<file path="config.mk">
export PLATFORM = sky130hd
export DESIGN_NAME = base_to_flowgram_encoder
export DESIGN_NICKNAME = d
export VERILOG_FILES = /design/src/design/b2f_pkg.sv /design/src/design/base_to_flowgram_encoder.sv /design/src/design/b2f_calc.sv /design/src/design/b2f_queue.sv
export SDC_FILE = /design/constraint.sdc
export NUM_CORES = 1
export LEC_CHECK = 0
export BUFFER_PORTS_ARGS = -buffer_cell sky130_fd_sc_hd__buf_2
export CAP_MARGIN = 15
export CORE_ASPECT_RATIO = 1.1
export CORE_MARGIN = 2
export CORE_UTILIZATION = 50
export CTS_BUF_LIST = sky130_fd_sc_hd__clkbuf_4
export CTS_CLUSTER_SIZE = 30
export DETAILED_ROUTE_END_ITERATION = 10
export PLACE_DENSITY = 0.69
export SYNTH_ARGS = -nofsm -noshare
export SYNTH_HDL_FRONTEND = slang
export SYNTH_SLANG_ARGS = --single-unit
</file>
<file path="constraint.sdc">
create_clock -name clk -period 17.7 [get_ports clk]
set_input_delay 3.54 -clock clk [delete_from_list [all_inputs] [get_ports clk]]
set_output_delay 3.54 -clock clk [all_outputs]
set_load 0.005 [all_outputs]
</file>
<file path="src/design/b2f_pkg.sv">
// ----------------------------------------------------------------------------
// b2f_pkg
// Shared types, register codes and helpers for the base-to-flowgram encoder.
// ----------------------------------------------------------------------------
`default_nettype none

package b2f_pkg;

	localparam int CntW = 12;
	localparam int MaxRes = 4;

	localparam logic [7:0] NUC_CYCLE_RESET = 8'd147;
	localparam logic [14:0] SIGNAL_PER_BASE = 15'd100;
	localparam logic REG_NUC_CYCLE = 1'b0;

	typedef struct packed {
		logic [2:0] base;
		logic       last_of_read;
	} item_t;

	typedef struct packed {
		logic [CntW-1:0] flow_number;
		logic [1:0]      flow_nucleotide;
		logic [7:0]      base_count;
		logic [14:0]     flow_signal;
		logic            bad_base;
		logic            end_of_read;
	} result_t;

	typedef result_t [MaxRes-1:0] result_set_t;

	typedef struct packed {
		logic [1:0]      flow_position;
		logic [7:0]      run_length;
		logic [1:0]      run_nucleotide;
		logic            run_open;
		logic [CntW-1:0] flow_counter;
	} read_state_t;

	function automatic logic [1:0] order_code(input logic [7:0] order, input logic [1:0] pos);
		order_code = order[{pos, 1'b0} +: 2];
	endfunction

	function automatic result_t make_result(input logic [CntW-1:0] num, input logic [1:0] nuc,
			input logic [7:0] count, input logic bad, input logic last);
		result_t r;
		r.flow_number = num;
		r.flow_nucleotide = nuc;
		r.base_count = count;
		r.flow_signal = {7'd0, count} * SIGNAL_PER_BASE;
		r.bad_base = bad;
		r.end_of_read = last;
		make_result = r;
	endfunction

endpackage

`default_nettype wire

</file>
<file path="src/design/base_to_flowgram_encoder.sv">
// ----------------------------------------------------------------------------
// base_to_flowgram_encoder
// Turns a stream of read bases into flowgram results over a cyclic order of
// four flows.
// ----------------------------------------------------------------------------
// Each base is registered, then evaluated against the read state in one pass
// and its zero to four results are loaded into a four-entry result queue
// whose head drives the result port. A base with at most one result moves
// through the input register and then the queue head at one per cycle while
// the result port does not stall; one with more results stalls the input
// until the queue is down to its last, as the queue hands out one result
// transfer per cycle when not stalled. Write the flow cycle register only
// while no read is in flight. There is no clearing pass after reset.
`default_nettype none

module base_to_flowgram_encoder #(
	parameter int MAX_FLOWS = 4096
) (
	input  wire  logic             clk,
	input  wire  logic             arst_n,
	input  wire  logic             item_valid,
	output logic                   item_stall,
	input  wire  b2f_pkg::item_t   item,
	output logic                   result_valid,
	input  wire  logic             result_stall,
	output b2f_pkg::result_t       result,
	input  wire  logic             psel,
	input  wire  logic             penable,
	input  wire  logic             pwrite,
	input  wire  logic [2:0]       paddr,
	input  wire  logic [31:0]      pwdata,
	output logic [31:0]            prdata,
	output logic                   pready
);

	logic [7:0]           nuc_cycle_q;
	b2f_pkg::item_t       item_s1;
	logic                 valid_s1;
	b2f_pkg::read_state_t state_q;
	b2f_pkg::read_state_t state_nxt;
	b2f_pkg::result_set_t res;
	logic [2:0]           res_cnt;
	logic                 load_ok;
	logic                 load;
	logic                 in_xfer;

	assign pready = 1'b1;
	assign prdata = (paddr[2] == b2f_pkg::REG_NUC_CYCLE) ? {24'd0, nuc_cycle_q} : 32'd0;

	always_ff @(posedge clk or negedge arst_n) begin
		if (!arst_n) begin
			nuc_cycle_q <= b2f_pkg::NUC_CYCLE_RESET;
		end else if (psel && penable && pwrite && paddr[2] == b2f_pkg::REG_NUC_CYCLE) begin
			nuc_cycle_q <= pwdata[7:0];
		end
	end

	assign load = valid_s1 && load_ok;
	assign item_stall = valid_s1 && !load_ok;
	assign in_xfer = item_valid && !item_stall;

	always_ff @(posedge clk or negedge arst_n) begin
		if (!arst_n) begin
			valid_s1 <= 1'b0;
		end else if (in_xfer) begin
			valid_s1 <= 1'b1;
		end else if (load) begin
			valid_s1 <= 1'b0;
		end
	end

	always_ff @(posedge clk) begin
		if (in_xfer) begin
			item_s1 <= item;
		end
	end

	always_ff @(posedge clk or negedge arst_n) begin
		if (!arst_n) begin
			state_q <= '0;
		end else if (load) begin
			state_q <= state_nxt;
		end
	end

	b2f_calc #(
		.MAX_FLOWS(MAX_FLOWS)
	) u_calc (
		.nuc_cycle (nuc_cycle_q),
		.st        (state_q),
		.item      (item_s1),
		.nxt       (state_nxt),
		.res       (res),
		.res_cnt   (res_cnt)
	);

	b2f_queue u_queue (
		.clk         (clk),
		.arst_n      (arst_n),
		.load        (load),
		.load_res    (res),
		.load_cnt    (res_cnt),
		.load_ok     (load_ok),
		.result_valid(result_valid),
		.result_stall(result_stall),
		.result      (result)
	);

endmodule

`default_nettype wire

</file>
<file path="src/design/b2f_calc.sv">
// ----------------------------------------------------------------------------
// b2f_calc
// Per-base flow logic: closes runs, emits skipped flows, errors and
// end-of-read results, and gives the read state that follows.
// ----------------------------------------------------------------------------
`default_nettype none

module b2f_calc #(
	parameter int MAX_FLOWS = 4096
) (
	input  wire  logic [7:0]           nuc_cycle,
	input  wire  b2f_pkg::read_state_t st,
	input  wire  b2f_pkg::item_t       item,
	output b2f_pkg::read_state_t       nxt,
	output b2f_pkg::result_set_t       res,
	output logic [2:0]                 res_cnt
);

	localparam int LimInt = (MAX_FLOWS - 1 > 4095) ? 4095 : MAX_FLOWS - 1;
	localparam logic [b2f_pkg::CntW-1:0] LIMIT = b2f_pkg::CntW'(LimInt);

	function automatic logic [b2f_pkg::CntW-1:0] adv(input logic [b2f_pkg::CntW-1:0] c);
		adv = (c < LIMIT) ? c + 1'b1 : c;
	endfunction

	logic                     ext;
	logic                     found;
	logic                     err;
	logic [1:0]               p;
	logic [1:0]               d;
	logic [2:0]               k;
	logic [b2f_pkg::CntW-1:0] c;

	always_comb begin
		res = '0;
		nxt = st;
		ext = st.run_open && (item.base == {1'b0, st.run_nucleotide});
		p = st.flow_position;
		c = st.flow_counter;
		k = '0;
		d = '0;
		found = 1'b0;
		err = 1'b0;
		if (ext) begin
			if (st.run_length != 8'hFF) begin
				nxt.run_length = st.run_length + 8'd1;
			end
		end else begin
			if (st.run_open) begin
				res[0] = b2f_pkg::make_result(c, st.run_nucleotide, st.run_length, 1'b0, 1'b0);
				k = 3'd1;
				p = p + 2'd1;
				c = adv(c);
			end
			for (int i = 3; i >= 0; i--) begin
				if ((i < 3 || !st.run_open) && !item.base[2]
						&& b2f_pkg::order_code(nuc_cycle, p + 2'(i)) == item.base[1:0]) begin
					found = 1'b1;
					d = 2'(i);
				end
			end
			if (!found) begin
				res[k[1:0]] = b2f_pkg::make_result(c, b2f_pkg::order_code(nuc_cycle, p),
					8'd0, 1'b1, 1'b1);
				k = k + 3'd1;
				err = 1'b1;
				nxt = '0;
			end else begin
				for (int i = 0; i < 3; i++) begin
					if (2'(i) < d) begin
						res[k[1:0]] = b2f_pkg::make_result(c, b2f_pkg::order_code(nuc_cycle, p),
							8'd0, 1'b0, 1'b0);
						k = k + 3'd1;
						p = p + 2'd1;
						c = adv(c);
					end
				end
				nxt.flow_position = p;
				nxt.flow_counter = c;
				nxt.run_nucleotide = item.base[1:0];
				nxt.run_length = 8'd1;
				nxt.run_open = 1'b1;
			end
		end
		if (!err && item.last_of_read) begin
			res[k[1:0]] = b2f_pkg::make_result(nxt.flow_counter, nxt.run_nucleotide,
				nxt.run_length, 1'b0, 1'b1);
			k = k + 3'd1;
			nxt = '0;
		end
		res_cnt = k;
	end

endmodule

`default_nettype wire

</file>
<file path="src/design/b2f_queue.sv">
// ----------------------------------------------------------------------------
// b2f_queue
// Result queue: loads up to four results at once and hands them out one
// transfer per cycle from its head register while the port is not stalled.
// ----------------------------------------------------------------------------
`default_nettype none

module b2f_queue (
	input  wire  logic                 clk,
	input  wire  logic                 arst_n,
	input  wire  logic                 load,
	input  wire  b2f_pkg::result_set_t load_res,
	input  wire  logic [2:0]           load_cnt,
	output logic                       load_ok,
	output logic                       result_valid,
	input  wire  logic                 result_stall,
	output b2f_pkg::result_t           result
);

	b2f_pkg::result_set_t buf_q;
	logic [2:0]           cnt_q;
	logic                 out_xfer;

	assign result_valid = (cnt_q != 3'd0);
	assign result = buf_q[0];
	assign out_xfer = result_valid && !result_stall;
	assign load_ok = (cnt_q == 3'd0) || (cnt_q == 3'd1 && out_xfer);

	always_ff @(posedge clk or negedge arst_n) begin
		if (!arst_n) begin
			cnt_q <= '0;
		end else if (load) begin
			cnt_q <= load_cnt;
		end else if (out_xfer) begin
			cnt_q <= cnt_q - 3'd1;
		end
	end

	always_ff @(posedge clk) begin
		if (load) begin
			buf_q <= load_res;
		end else if (out_xfer) begin
			for (int i = 0; i < b2f_pkg::MaxRes - 1; i++) begin
				buf_q[i] <= buf_q[i+1];
			end
		end
	end

endmodule

`default_nettype wire

</file>
; Word-level counts from Yosys, hierarchy flattened
; Cells that the tools add are included.
[totals]
wordCells = 197
inputBits = 46
mem_bits_ro = 0
memories = 0
latch_bits = 0
output_inout_bits = 74
ramBits = 0
ff_bits = 197
[classes]
n_div = 0
n_bitwise = 1
order_cmp = 15
shifts = 6
multipliers = 2
reduce_logical = 31
addsub = 16
eq_ne = 8
mux = 84
[op_table]
columns = operator, count
row1 = 156-bit 2-to-1 mux, 10
row2 = 156-bit bitwise mux, 5
row3 = 39-bit demux with 2-bit select, 4
row4 = 117-bit 2-to-1 mux, 2
row5 = 39-bit 2-to-1 mux, 6
row6 = 12-bit 2-to-1 mux, 13
row7 = 25-bit 2-to-1 mux, 2
row8 = 12-bit by 1-bit adder with 12-bit output (second input constant), 4
row9 = 12-bit < comparator (second input constant), 4
row10 = 8-bit by 4-bit indexed part select with 2-bit output, 6
row11 = 3-bit 2-to-1 mux, 13
row12 = 2-bit 2-to-1 mux, 15
row13 = 8-bit by 5-bit multiplier with 13-bit output (second input constant), 2
row14 = 8-bit 2-to-1 mux, 3
row15 = 1-bit logical AND, 19
row16 = 15-bit 2-to-1 mux, 1
row17 = 3-bit by 1-bit adder with 3-bit output (second input constant), 4
row18 = 2-bit by 3-bit < comparator with 1-bit output (second input constant), 4
row19 = 1-bit 2-to-1 mux, 10
row20 = 2-bit by 1-bit adder with 2-bit output (second input constant), 4
row21 = 8-bit by 1-bit adder with 8-bit output (second input constant), 1
row22 = 2-bit == test, 4
row23 = 2-bit by 1-bit >= comparator with 1-bit output (second input constant), 4
row24 = 8-bit inequality test (second input constant), 1
row25 = other kinds (14), 22

; Depth between registers and ports, before layout
; Gate-level depths: netlist (run 1).
[depth]
word_depth = 31
depth_mapped = 30
ltp_nobuf = 25

; Modules after synthesis
; Synthesis (run 1) repeated with hierarchy kept, for this count alone.
[hier_totals]
hier_cells = 1489
area_unflattened_um2 = 15479.8
[modules_own_cells]
columns = mod, instances, seq_area_each_um2, area_per_inst_um2, cells_each
row1 = b2f_calc, 1, 0.0, 6865.3, 1020
row2 = b2f_queue, 1, 4759.6, 6846.6, 354
row3 = base_to_flowgram_encoder, 1, 975.9, 1767.9, 115

; Least setup slack after synthesis (run 1)
; Ideal clock, no wire load.
[synth_timing]
path_kind = input to output
from = in result_stall
to = out item_stall
arrival_ps = 3947
stages = 4
required_ps = 14160
setup_slack_ps = 10213
path_buffers = 0
cell_sequence = inv_1 a21oi_1 o21ai_0 inv_1
[synth_via]
elab_chain_len = 6
[synth_lines]
columns = element, line_no
row1 = start: declaration, base_to_flowgram_encoder.sv:25  ; input wire logic result_stall,
row2 = 1-bit zero test, b2f_queue.sv:26  ; assign out_xfer = result_valid && !result_stall;
row3 = 1-bit logical AND, b2f_queue.sv:26
row4 = 1-bit logical AND, b2f_queue.sv:27  ; assign load_ok = (cnt_q == 3'd0) || (cnt_q == 3'd1 && out_xfer);
row5 = 1-bit logical OR, b2f_queue.sv:27
row6 = 1-bit zero test, base_to_flowgram_encoder.sv:59  ; assign item_stall = valid_s1 && !load_ok;
row7 = 1-bit logical AND, base_to_flowgram_encoder.sv:59
row8 = end: declaration, base_to_flowgram_encoder.sv:22  ; output logic item_stall,
; No other way between the ends.

; Final worst setup path (run 1)
[layout_timing]
from = reg state_q[12] (netlist bit)
to = reg u_queue.buf_q[66] (netlist bit), data pin
[layout_via]
elab_chain_len = 30
elab_cells_between_ends = 107
classes_between = add/sub: 9 / order compare: 14 / eq/ne: 4 / shift: 4 / mux: 63 / reduce/logical: 13
[layout_lines]
columns = element, line_no
row1 = start: declaration, base_to_flowgram_encoder.sv:39  ; b2f_pkg::read_state_t state_q;
row2 = start signal: assignment, base_to_flowgram_encoder.sv:82  ; state_q <= state_nxt;
row3 = "parallel branches: the longest is 28 deep, another holds 2-bit adder", -
row4 = 156-bit 2-to-1 mux *, b2f_calc.sv:85  ; if (!err && item.last_of_read) begin
row5 = 117-bit 2-to-1 mux *, b2f_queue.sv:40  ; if (load) begin
row6 = end signal: assignment, b2f_queue.sv:41  ; buf_q <= load_res;
row7 = end signal: indexed assignment, b2f_queue.sv:44  ; buf_q[i] <= buf_q[i+1];
row8 = end: declaration, b2f_queue.sv:20  ; b2f_pkg::result_set_t buf_q;
; Mark *: on every way between the ends. The select of a mux whose other input is x is not followed.
; A chain may end at the register's enable or synchronous reset.

==> flow_summary.json, run 1 <==
{
  "internal_power_mw": 1.246,
  "seq_area_frac_synth_pct": 36.87,
  "area_growth_syn_to_layout_pct": 3.782,
  "yosys_warnings": 0,
  "die_y_um": 178.0,
  "grt_overflow_total": 0,
  "initial_utilization_pct": 50.90,
  "r2r_start": "state_q[12]",
  "fp.dieW_um": 162.2,
  "dp_hpwl_mm": 29.83,
  "crit_slowest_cell": "o21ai_1",
  "cap_viol_max_count": 0,
  "synth_flop_cell": "edfxtp_1",
  "arrival_ns": 8.29,
  "synthCells": 1518,
  "reg2reg_to": "u_queue.buf_q[66]",
  "core_um2": 27040,
  "holdPathEnd": "u_queue.buf_q[73]",
  "swShare_pct": 51.53,
  "holdCritStartpoint": "u_queue.buf_q[112]",
  "drt_iter0_drc": 1389,
  "cts.path.max_buffers": 2,
  "synth-seq-cells": 175,
  "worst_setup_path_end_kind": "flip-flop",
  "clkPwrFrac_pct": 10.3,
  "worstHoldPathType": "reg2reg",
  "relSlewSlack_pct": 28.39,
  "clk_latency_ns": 0.61,
  "ir_drop_mv": 0.1507,
  "path_class": "reg2reg",
  "totalWireLength_mm": 41.78,
  "ys_types": 98,
  "drc": 0,
  "path_buf_inv": 6,
  "vias": 11890,
  "io_pins": 120,
  "pwr-share-seq_pct": 30.2,
  "cts_tree": "yes",
  "drive_above_1_share_pct": 12.89,
  "place_congestion": 0.9989,
  "final_cell_count_no_fill": 1863,
  "skew_ns": 0.04159,
  "place_area_um2": 13940,
  "slew_viol_final": 0,
  "status": "complete, no violations",
  "firstDrtPassIters": 6,
  "min_period_ns": 7.919,
  "synth_area_um2": 13760,
  "comb_power_share_pct": 59.5,
  "timing.hold.ws_ns": 0.4920,
  "ctsHoldBuffers": 0,
  "critPathMaxStageDelay_ns": 0.87,
  "power_density_nw_per_um2": 179.9,
  "synth-edff-count": 138,
  "portBuffers": 66,
  "postSynth.asyncResetShare_pct": 21.14,
  "fin_crit_sh_pct": 44.74,
  "cts_resized": 0,
  "grt_use_total_pct": 29.06,
  "cts_root_buffer": "clkbuf_4",
  "via_per_inst": 6.383,
  "ant_nets": 0,
  "syn_area_per_cell_um2": 9.067,
  "grt_pass1_wl_mm": 64.45,
  "path_delay_family": "compound AO/OA/AOI/OAI gates",
  "numPlacedInstances": 1830,
  "grt_pass1_vias": 11210,
  "hold_viol": 0,
  "cp.required_ns": 18.07,
  "rows": 63,
  "layout.nets": 1619,
  "crit_start": "state_q[12]",
  "wire_per_inst_um": 22.43,
  "cts_made_buffers": 17,
  "hold_depth": 2,
  "dieArea_um2": 28870,
  "reg2reg_slack_ns": 9.78,
  "fin_area_um2": 14280,
  "rsz0062_at_grt": "false",
  "antenna_found_initial": 1,
  "path_max_fanout": 28,
  "setup_viol": 0,
  "worst_pin_slew_ns": 1.067,
  "grt_max_degree": 78,
  "tns_ns": 0,
  "p_leak_nw": 5.623,
  "startpoint_type": "flip-flop",
  "h-tree-depth": 4,
  "clk_pin_slew_ns": 0.20,
  "cts_sinks": 175,
  "fmax_mhz": 126.3,
  "post-cts-setup-buffers": 0,
  "rr_worst_depth": 26,
  "p_switching_mw": 1.325
}
## synth_stat cells (14+ instances only)
library cell,instances,area [um^2]
a21oi_1,83,415.4
a221oi_1,19,166.4
a22o_1,25,219.0
a31oi_1,37,231.5
and2_1,21,131.4
and3_1,17,106.4
buf_2,14,70.07
buf_4,66,495.5
clkbuf_1,70,262.8
dfrtp_1,33,825.8
edfxtp_1,138,4144
ha_1,75,938.4
inv_1,53,198.9
mux2_2,20,225.2
mux2i_1,32,320.3
nand2_1,183,686.9
nand3_1,26,130.1
nand4_1,18,112.6
nor2_1,122,457.9
nor2b_1,18,112.6
nor3_1,20,100.1
o21ai_0,95,475.5
o22ai_1,34,212.7
xnor2_1,36,315.3
xor2_1,19,166.4
## cells in the final DEF, fill, tap and decap left out, types with 17 or more instances in the layout
cell type and instances:
a21oi_1 83, a221oi_1 19, a22o_1 25, a31oi_1 37
and2_1 21, and3_1 17, buf_2 66, buf_4 20
clkbuf_4 17, conb_1 27, dfrtp_1 33, edfxtp_1 138
ha_1 75, inv_1 53, mux2_2 20, mux2i_1 32
nand2_1 182, nand3_1 26, nand4_1 18, nor2_1 121
nor2b_1 18, nor3_1 19, o21ai_0 95, o22ai_1 34
xnor2_1 36, xor2_1 19
## cell type report
type / instances / area (um^2)
fillers: 2523 / 12750
multi-input cells: 1156 / 7722
flip-flops and latches: 175 / 5075
repair buffers: 86 / 480.5
well taps: 357 / 446.7
clock inverters: 15 / 217.7
inverters: 56 / 211.5
clock buffers: 17 / 127.6
diodes: 1 / 2.502
## worst register-to-register path, cell delays in order, from the launching register on
cell and delay [ns]:
dfrtp_1 0.36, buf_4 0.33, xor2_2 0.71, mux2i_1 0.48, nor2b_1 0.09, a211oi_1 0.43, o22a_4 0.39, a21oi_1 0.11
buf_4 0.22, inv_1 0.14, ha_1 0.17, and3_1 0.50, nor2_1 0.16, inv_1 0.11, ha_1 0.22, nand2_1 0.05
o21ai_0 0.09, a211oi_1 0.56, inv_1 0.15, ha_1 0.24, and3_1 0.16, buf_4 0.23, o21ai_1 0.87, o21ai_0 0.25
a21oi_1 0.19, o21ai_0 0.24, a22o_1 0.25
## routing by layer
metal / track usage [%] / part of all wire [%]
met4: 8.370 / 2.2
met3: 4.766 / 9.0
met2: 46.17 / 46
met1: 41.08 / 43
met5: 0 / 0
## how the worst max path moves through the flow
stage                             end  slack [ns]  cells after the start
finish              u_queue.buf_q[66]        9.78                     26
global route        u_queue.buf_q[66]        9.51                     26
CTS                        item_stall        9.90                      6
detailed placement         item_stall        9.91                      6
global placement           item_stall        9.93                      6
floorplan                  item_stall       10.21                      4
## metrics by stage
step	utilization [%]	worst slack [ns]	total power, mW
3_5_place_dp	51.54	9.911	2.274
4_1_cts	52.82	9.902	2.539
6_report	52.83	9.781	2.570
5_1_grt	52.83	9.514	2.727
3_3_place_gp	51.54	9.932	2.244
2_1_floorplan	-	10.21	1.858
## cell families (layout without fill, tap and decap cells)
logic type / count (synthesis) / after routing / share of synthesized area, %
flip-flops: 175 / 175 / 36.87
XOR/XNOR: 59 / 59 / 3.973
AND/OR/NAND/NOR: 486 / 486 / 16.79
other: 2 / 28 / 0.05457
adder cells (fa/ha/maj): 81 / 81 / 7.691
buffers and inverters: 212 / 174 / 7.873
AO/OA/AOI/OAI: 447 / 447 / 22.31
multiplexers: 56 / 56 / 4.436
## sequential cells by signal (all words and copies together) (netlist names)
signal          cells
item_s1             4
nuc_cycle_q         8
state_q            25
u_queue.buf_q     100
u_queue.cnt_q       3
u_queue.result     34
valid_s1            1
## power by group through the flow
| stage | Sequential (mW) | Combinational, mW | Clock, mW |
|---|---|---|---|
| CTS | 0.776 | 1.49 | 0.269 |
| global placement | 0.780 | 1.46 | 0 |
| finish | 0.776 | 1.53 | 0.266 |
| global route | 0.791 | 1.65 | 0.283 |
| detailed placement | 0.787 | 1.49 | 0 |
| floorplan | 0.751 | 1.11 | 0 |
Power figures use the tool's default switching activity.
==> inputs of run 2 (changes only) <==
==> constraint.sdc (replaced) <==
create_clock -name clk -period 7.93 [get_ports clk]
set_input_delay 1.586 -clock clk [delete_from_list [all_inputs] [get_ports clk]]
set_output_delay 1.586 -clock clk [all_outputs]
set_load 0.005 [all_outputs]
==> run 2 against run 1 <==
Net effect: first-iteration DRC count rose by 10%; via count rose by 1.7%; routed wire length rose by 3.0%; critical endpoint is now u_queue.buf_q[111]; highest routed layer unchanged; die area did not move; sequential share of layout area fell by 0.28 points; cell count rose by 0.97%.
==> flow_summary.json, run 2 (synthesis results as in run 1) <==
{
  "status": "complete, no violations",
  "largest_register": "u_queue.buf_q",
  "initial_utilization_pct": 50.90,
  "final_cell_mix": "nand2_1, edfxtp_1, nor2_1",
  "dp_hpwl_mm": 31.28,
  "firstDrtPassIters": 5,
  "timing.hold.ws_ns": 0.5209,
  "relSlewSlack_pct": 22.00,
  "path_class": "reg2reg",
  "cts_root_buffer": "clkbuf_4",
  "dieArea_um2": 28870,
  "via_per_inst": 6.427,
  "ir_drop_mv": 0.3949,
  "ant_nets": 0,
  "drc": 0,
  "cts_tree": "yes",
  "mostFrequentLayoutCell": "nand2_1",
  "vias": 12090,
  "portBuffers": 66,
  "setup_viol": 0,
  "tns_ns": 0,
  "grt_pass1_vias": 11150,
  "cap_viol_max_count": 0,
  "grt_overflow_total": 0,
  "core_um2": 27040,
  "p_switching_mw": 2.948,
  "swShare_pct": 50.94,
  "p_leak_nw": 5.710,
  "fin_crit_sh_pct": 92.64,
  "layout.nets": 1637,
  "clk_pin_slew_ns": 0.20,
  "place_congestion": 1.012,
  "hold_viol": 0,
  "worst_setup_path_end_kind": "flip-flop",
  "pwr-share-seq_pct": 29.6,
  "arrival_ns": 7.75,
  "grt_use_total_pct": 30.01,
  "io_pins": 120,
  "wire_per_inst_um": 22.89,
  "grt_pass1_wl_mm": 65.69,
  "clk_latency_ns": 0.65,
  "cts.path.max_buffers": 2,
  "rows": 63,
  "path_max_fanout": 8,
  "post-cts-setup-buffers": 0,
  "comb_power_share_pct": 60.1,
  "drt_iter0_drc": 1531,
  "h-tree-depth": 4,
  "totalWireLength_mm": 43.05,
  "die_y_um": 178.0,
  "cts_made_buffers": 17,
  "fp.dieW_um": 162.2,
  "worstHoldPathType": "reg2reg",
  "ctsHoldBuffers": 0,
  "worst_pin_slew_ns": 1.164,
  "area_growth_syn_to_layout_pct": 4.609,
  "largest_register_ffs": 100,
  "slew_viol_final": 0,
  "fmax_mhz": 136.1,
  "skew_ns": 0.06014,
  "grt_max_degree": 84,
  "min_period_ns": 7.346,
  "cp.required_ns": 8.34,
  "rsz0062_at_grt": "false",
  "drive_above_1_share_pct": 13.92,
  "cts_sinks": 175,
  "cts_resized": 0,
  "startpoint_type": "flip-flop",
  "antenna_found_initial": 1,
  "power_density_nw_per_um2": 402.0,
  "internal_power_mw": 2.839,
  "clkPwrFrac_pct": 10.3
}
run 2: area by class of cell:
cell class / count / area [um^2]
fill: 2559 / 12640
tap: 357 / 446.7
timing repair buffer: 104 / 615.6
clock buffer: 17 / 127.6
inverter: 56 / 211.5
sequential: 175 / 5075
multi-input combinational: 1156 / 7722
antenna: 1 / 2.502
clock inverter: 15 / 196.4
run 2: per-stage QoR:
| stage | util (%) | instance area, um^2 | setup WS (ns) | std cells | total power [mW] |
|---|---|---|---|---|---|
| global route | 53.25 | 14400 | 0.2411 | 1881 | 6.161 |
| detailed placement | 52.04 | 14070 | 0.8545 | 1848 | 5.139 |
| global placement | 52.04 | 14070 | 0.8337 | 1848 | 5.073 |
| finish | 53.25 | 14400 | 0.5839 | 1881 | 5.787 |
| CTS | 53.24 | 14400 | 0.7665 | 1880 | 5.731 |
| floorplan | - | 13860 | 1.592 | 1543 | 4.146 |
run 2: per-layer routing:
metal,track usage (%),wire length [um],part of all wire (%),vias to the layer above
li1,-,-,-,5537
met1,42.55,18760,44,5828
met2,46.38,19070,44,634
met3,5.417,3899,9.1,91
met4,10.29,1319,3.1,0
met5,0,0,0,-
run 2: path summary, 6_finish.rpt:
kind,startpoint,endpoint,slack (ns),cells past startpoint
worst min register to register,u_queue.buf_q[49],u_queue.result[10],0.52,2
max in group asynchronous,arst_n,state_q[21],6.18,1
worst min-delay path,u_queue.buf_q[49],u_queue.result[10],0.52,2
worst max register to register,state_q[0],u_queue.buf_q[111],0.58,22
min in group asynchronous,arst_n,nuc_cycle_q[3],1.06,1
worst max-delay path,state_q[0],u_queue.buf_q[111],0.58,22
run 2: worst max-delay path, stage by stage, from the launching register on:
cell      delay [ns]
dfrtp_1         0.44
ha_1            0.34
and3_1          0.34
a31o_2          0.33
xor2_1          0.18
inv_1           0.15
ha_1            0.41
nor4b_2         0.45
and4_1          0.56
a211oi_2        0.14
mux2_2          0.35
ha_1            0.25
nor2b_1         0.59
a31oi_4         0.28
xnor2_1         0.37
ha_1            0.25
nand2_1         0.14
nor2_1          0.25
nand4_1         0.17
a311o_1         0.42
a32oi_1         0.38
o21ai_0         0.19
o21a_1          0.14
run 2: power groups by stage:
stage / clock network (mW) / logic (mW) / registers, mW
2_1_floorplan: 0 / 2.47 / 1.68
3_3_place_gp: 0 / 3.35 / 1.72
3_5_place_dp: 0 / 3.40 / 1.74
4_1_cts: 0.600 / 3.42 / 1.71
5_1_grt: 0.633 / 3.78 / 1.75
6_report: 0.596 / 3.48 / 1.71
==> inputs of run 3 (changes only) <==
--- a/config.mk
+++ b/config.mk
@@ -9,11 +9,11 @@
 export CAP_MARGIN = 15
 export CORE_ASPECT_RATIO = 1.1
 export CORE_MARGIN = 2
-export CORE_UTILIZATION = 50
+export CORE_UTILIZATION = 65
 export CTS_BUF_LIST = sky130_fd_sc_hd__clkbuf_4
 export CTS_CLUSTER_SIZE = 30
 export DETAILED_ROUTE_END_ITERATION = 10
-export PLACE_DENSITY = 0.69
+export PLACE_DENSITY = 0.86
 export SYNTH_ARGS = -nofsm -noshare
 export SYNTH_HDL_FRONTEND = slang
 export SYNTH_SLANG_ARGS = --single-unit
==> constraint.sdc (replaced) <==
create_clock -name clk -period 9.5 [get_ports clk]
set_input_delay 1.9 -clock clk [delete_from_list [all_inputs] [get_ports clk]]
set_output_delay 1.9 -clock clk [all_outputs]
set_load 0.005 [all_outputs]
==> run 3 against run 2 <==
Net effect: sequential power fell by 15%; power is 19% lower; first-iteration DRC count grew 15%; register-to-register slack gained 1.1 ns; combinational power down 19%; non-clock buffer count shrank 20; worst setup slack improved by 1.1 ns; utilization increased by 15 points; worst hold slack gained 0.017 ns; fmax down 5.8%; routed wire length is 2.9% lower; clock-buffer cell count grew 1; largest power group unchanged.
==> flow_summary.json, run 3 (synthesis results as in run 1) <==
{
  "ctsHoldBuffers": 0,
  "grt_pass1_wl_mm": 64.64,
  "critPathMaxStageDelay_ns": 0.74,
  "fin_crit_sh_pct": 82.13,
  "clk_pin_slew_ns": 0.17,
  "core_um2": 20640,
  "vias": 12150,
  "fill_cells": 1652,
  "cts_made_buffers": 17,
  "hold_viol": 0,
  "post-cts-setup-buffers": 0,
  "portBuffers": 66,
  "grt_overflow_total": 0,
  "ir_drop_mv": 0.4341,
  "power_density_nw_per_um2": 334.3,
  "arrival_ns": 8.22,
  "dieArea_um2": 22360,
  "cp.required_ns": 9.92,
  "final_cell_mix": "nand2_1, edfxtp_1, nor2_1",
  "path_class": "reg2reg",
  "fp.dieW_um": 142.7,
  "largest_register": "u_queue.buf_q",
  "wire_per_inst_um": 23.75,
  "crit_slowest_cell": "dfrtp_1",
  "path_buf_inv": 2,
  "path_delay_family": "simple AND/OR/NAND/NOR gates",
  "antenna_found_initial": 2,
  "dp_hpwl_mm": 29.73,
  "reg2reg_slack_ns": 1.70,
  "crit_chain": "ha_1, and3_1, a31o_2, xor2_1, inv_1, ha_1, nor4b_2, and4_1, a211oi_2, xnor2_1, inv_1, ha_1, nor2b_1, a31oi_4, xnor2_1, ha_1, nand2_1, nor2_1, nand3_1, nand3b_1, a31oi_1, nand2_1, a41oi_1",
  "initial_utilization_pct": 66.67,
  "tns_ns": 0,
  "timing.hold.ws_ns": 0.5376,
  "crit_start": "state_q[0]",
  "path_max_fanout": 12,
  "startpoint_type": "flip-flop",
  "reg2reg_to": "u_queue.result[36]",
  "rsz0062_at_grt": "false",
  "crit_cells": 23,
  "cts.path.max_buffers": 2,
  "cts_resized": 0,
  "mostFrequentLayoutCell": "nand2_1",
  "worstHoldPathType": "reg2reg",
  "cts_tree": "yes",
  "cap_viol_max_count": 0,
  "endpoint": "u_queue.result[36]",
  "layout.nets": 1617,
  "fmax_mhz": 128.2,
  "drive_above_1_share_pct": 12.71,
  "hold_depth": 2,
  "drt_iter0_drc": 1755,
  "h-tree-depth": 4,
  "relSlewSlack_pct": 23.28,
  "slew_viol_final": 0,
  "setup_viol": 0,
  "rows": 55,
  "p_leak_nw": 5.580,
  "rr_worst_depth": 23,
  "drc": 0,
  "ant_nets": 0,
  "cts_root_buffer": "clkbuf_4",
  "worst_pin_slew_ns": 1.145,
  "min_period_ns": 7.802,
  "die_y_um": 156.6,
  "largest_register_ffs": 100,
  "grt_max_degree": 96,
  "totalWireLength_mm": 41.82,
  "firstDrtPassIters": 6,
  "skew_ns": 0.04819,
  "status": "complete, no violations",
  "r2r_start": "state_q[0]",
  "via_per_inst": 6.898,
  "area_growth_syn_to_layout_pct": 2.227,
  "worst_setup_path_end_kind": "flip-flop",
  "clk_latency_ns": 0.64,
  "place_congestion": 0.9915,
  "io_pins": 120,
  "grt_pass1_vias": 11370,
  "cpMostUsedCell": "ha_1",
  "grt_use_total_pct": 37.93,
  "cts_sinks": 175
}
[run 3: worst min path at each step]
stage | from | end | slack (ns)
3_5_place_dp | u_queue.buf_q[109] | u_queue.buf_q[70] | 0.49
5_1_grt | u_queue.buf_q[109] | u_queue.buf_q[70] | 0.56
3_3_place_gp | u_queue.buf_q[109] | u_queue.buf_q[70] | 0.49
4_1_cts | u_queue.buf_q[109] | u_queue.buf_q[70] | 0.53
2_1_floorplan | u_queue.buf_q[109] | u_queue.buf_q[70] | 0.48
6_report | u_queue.buf_q[59] | u_queue.result[20] | 0.54
[run 3: final cells by class]
type	count	area, um^2	area share (%)
multi-input cells	1156	7716	54.84
flip-flops and latches	175	5075	36.07
repair buffers	84	465.4	3.308
well taps	256	320.3	2.277
inverters	56	211.5	1.503
clock inverters	14	141.4	1.005
clock buffers	18	135.1	0.9604
diodes	2	5.005	0.03557
[run 3: stage by stage]
| step | setup slack [ns] | utilization, % | cells | power (mW) | cell area, um^2 |
|---|---|---|---|---|---|
| finish | 1.698 | 68.15 | 1761 | 4.704 | 14070 |
| CTS | 2.035 | 68.13 | 1759 | 4.606 | 14060 |
| global route | 1.272 | 68.15 | 1761 | 4.977 | 14070 |
| detailed placement | 2.100 | 66.79 | 1727 | 4.180 | 13790 |
| global placement | 2.085 | 66.79 | 1727 | 4.110 | 13790 |
| floorplan | 3.162 | - | 1543 | 3.461 | 13860 |
[run 3: power by group]
| group | internal [mW] | leakage (nW) | switching, mW |
|---|---|---|---|
| registers | 1.30 | 1.85 | 0.160 |
| clock network | 0.122 | 0.144 | 0.312 |
| logic | 0.865 | 3.58 | 1.95 |
[run 3: worst register-to-register path, cell delays in order, from the launching register on]
cell and delay [ns]:
dfrtp_1 0.74, ha_1 0.39, and3_1 0.26, a31o_2 0.25, xor2_1 0.26, inv_1 0.17, ha_1 0.33, nor4b_2 0.22
and4_1 0.33, a211oi_2 0.53, xnor2_1 0.34, inv_1 0.23, ha_1 0.23, nor2b_1 0.60, a31oi_4 0.27, xnor2_1 0.38
ha_1 0.27, nand2_1 0.13, nor2_1 0.23, nand3_1 0.22, nand3b_1 0.37, a31oi_1 0.42, nand2_1 0.15, a41oi_1 0.29
[run 3: metal layers]
metal / vias up / wire [um] / global-route usage (%) / part of all wire [%]
met4: 2 / 1377 / 11.55 / 3.3
met3: 125 / 4777 / 9.211 / 11
met2: 808 / 18490 / 58.26 / 44
met5: - / 13 / 0 / 0.031
li1: 5482 / - / - / -
met1: 5731 / 17160 / 53.40 / 41
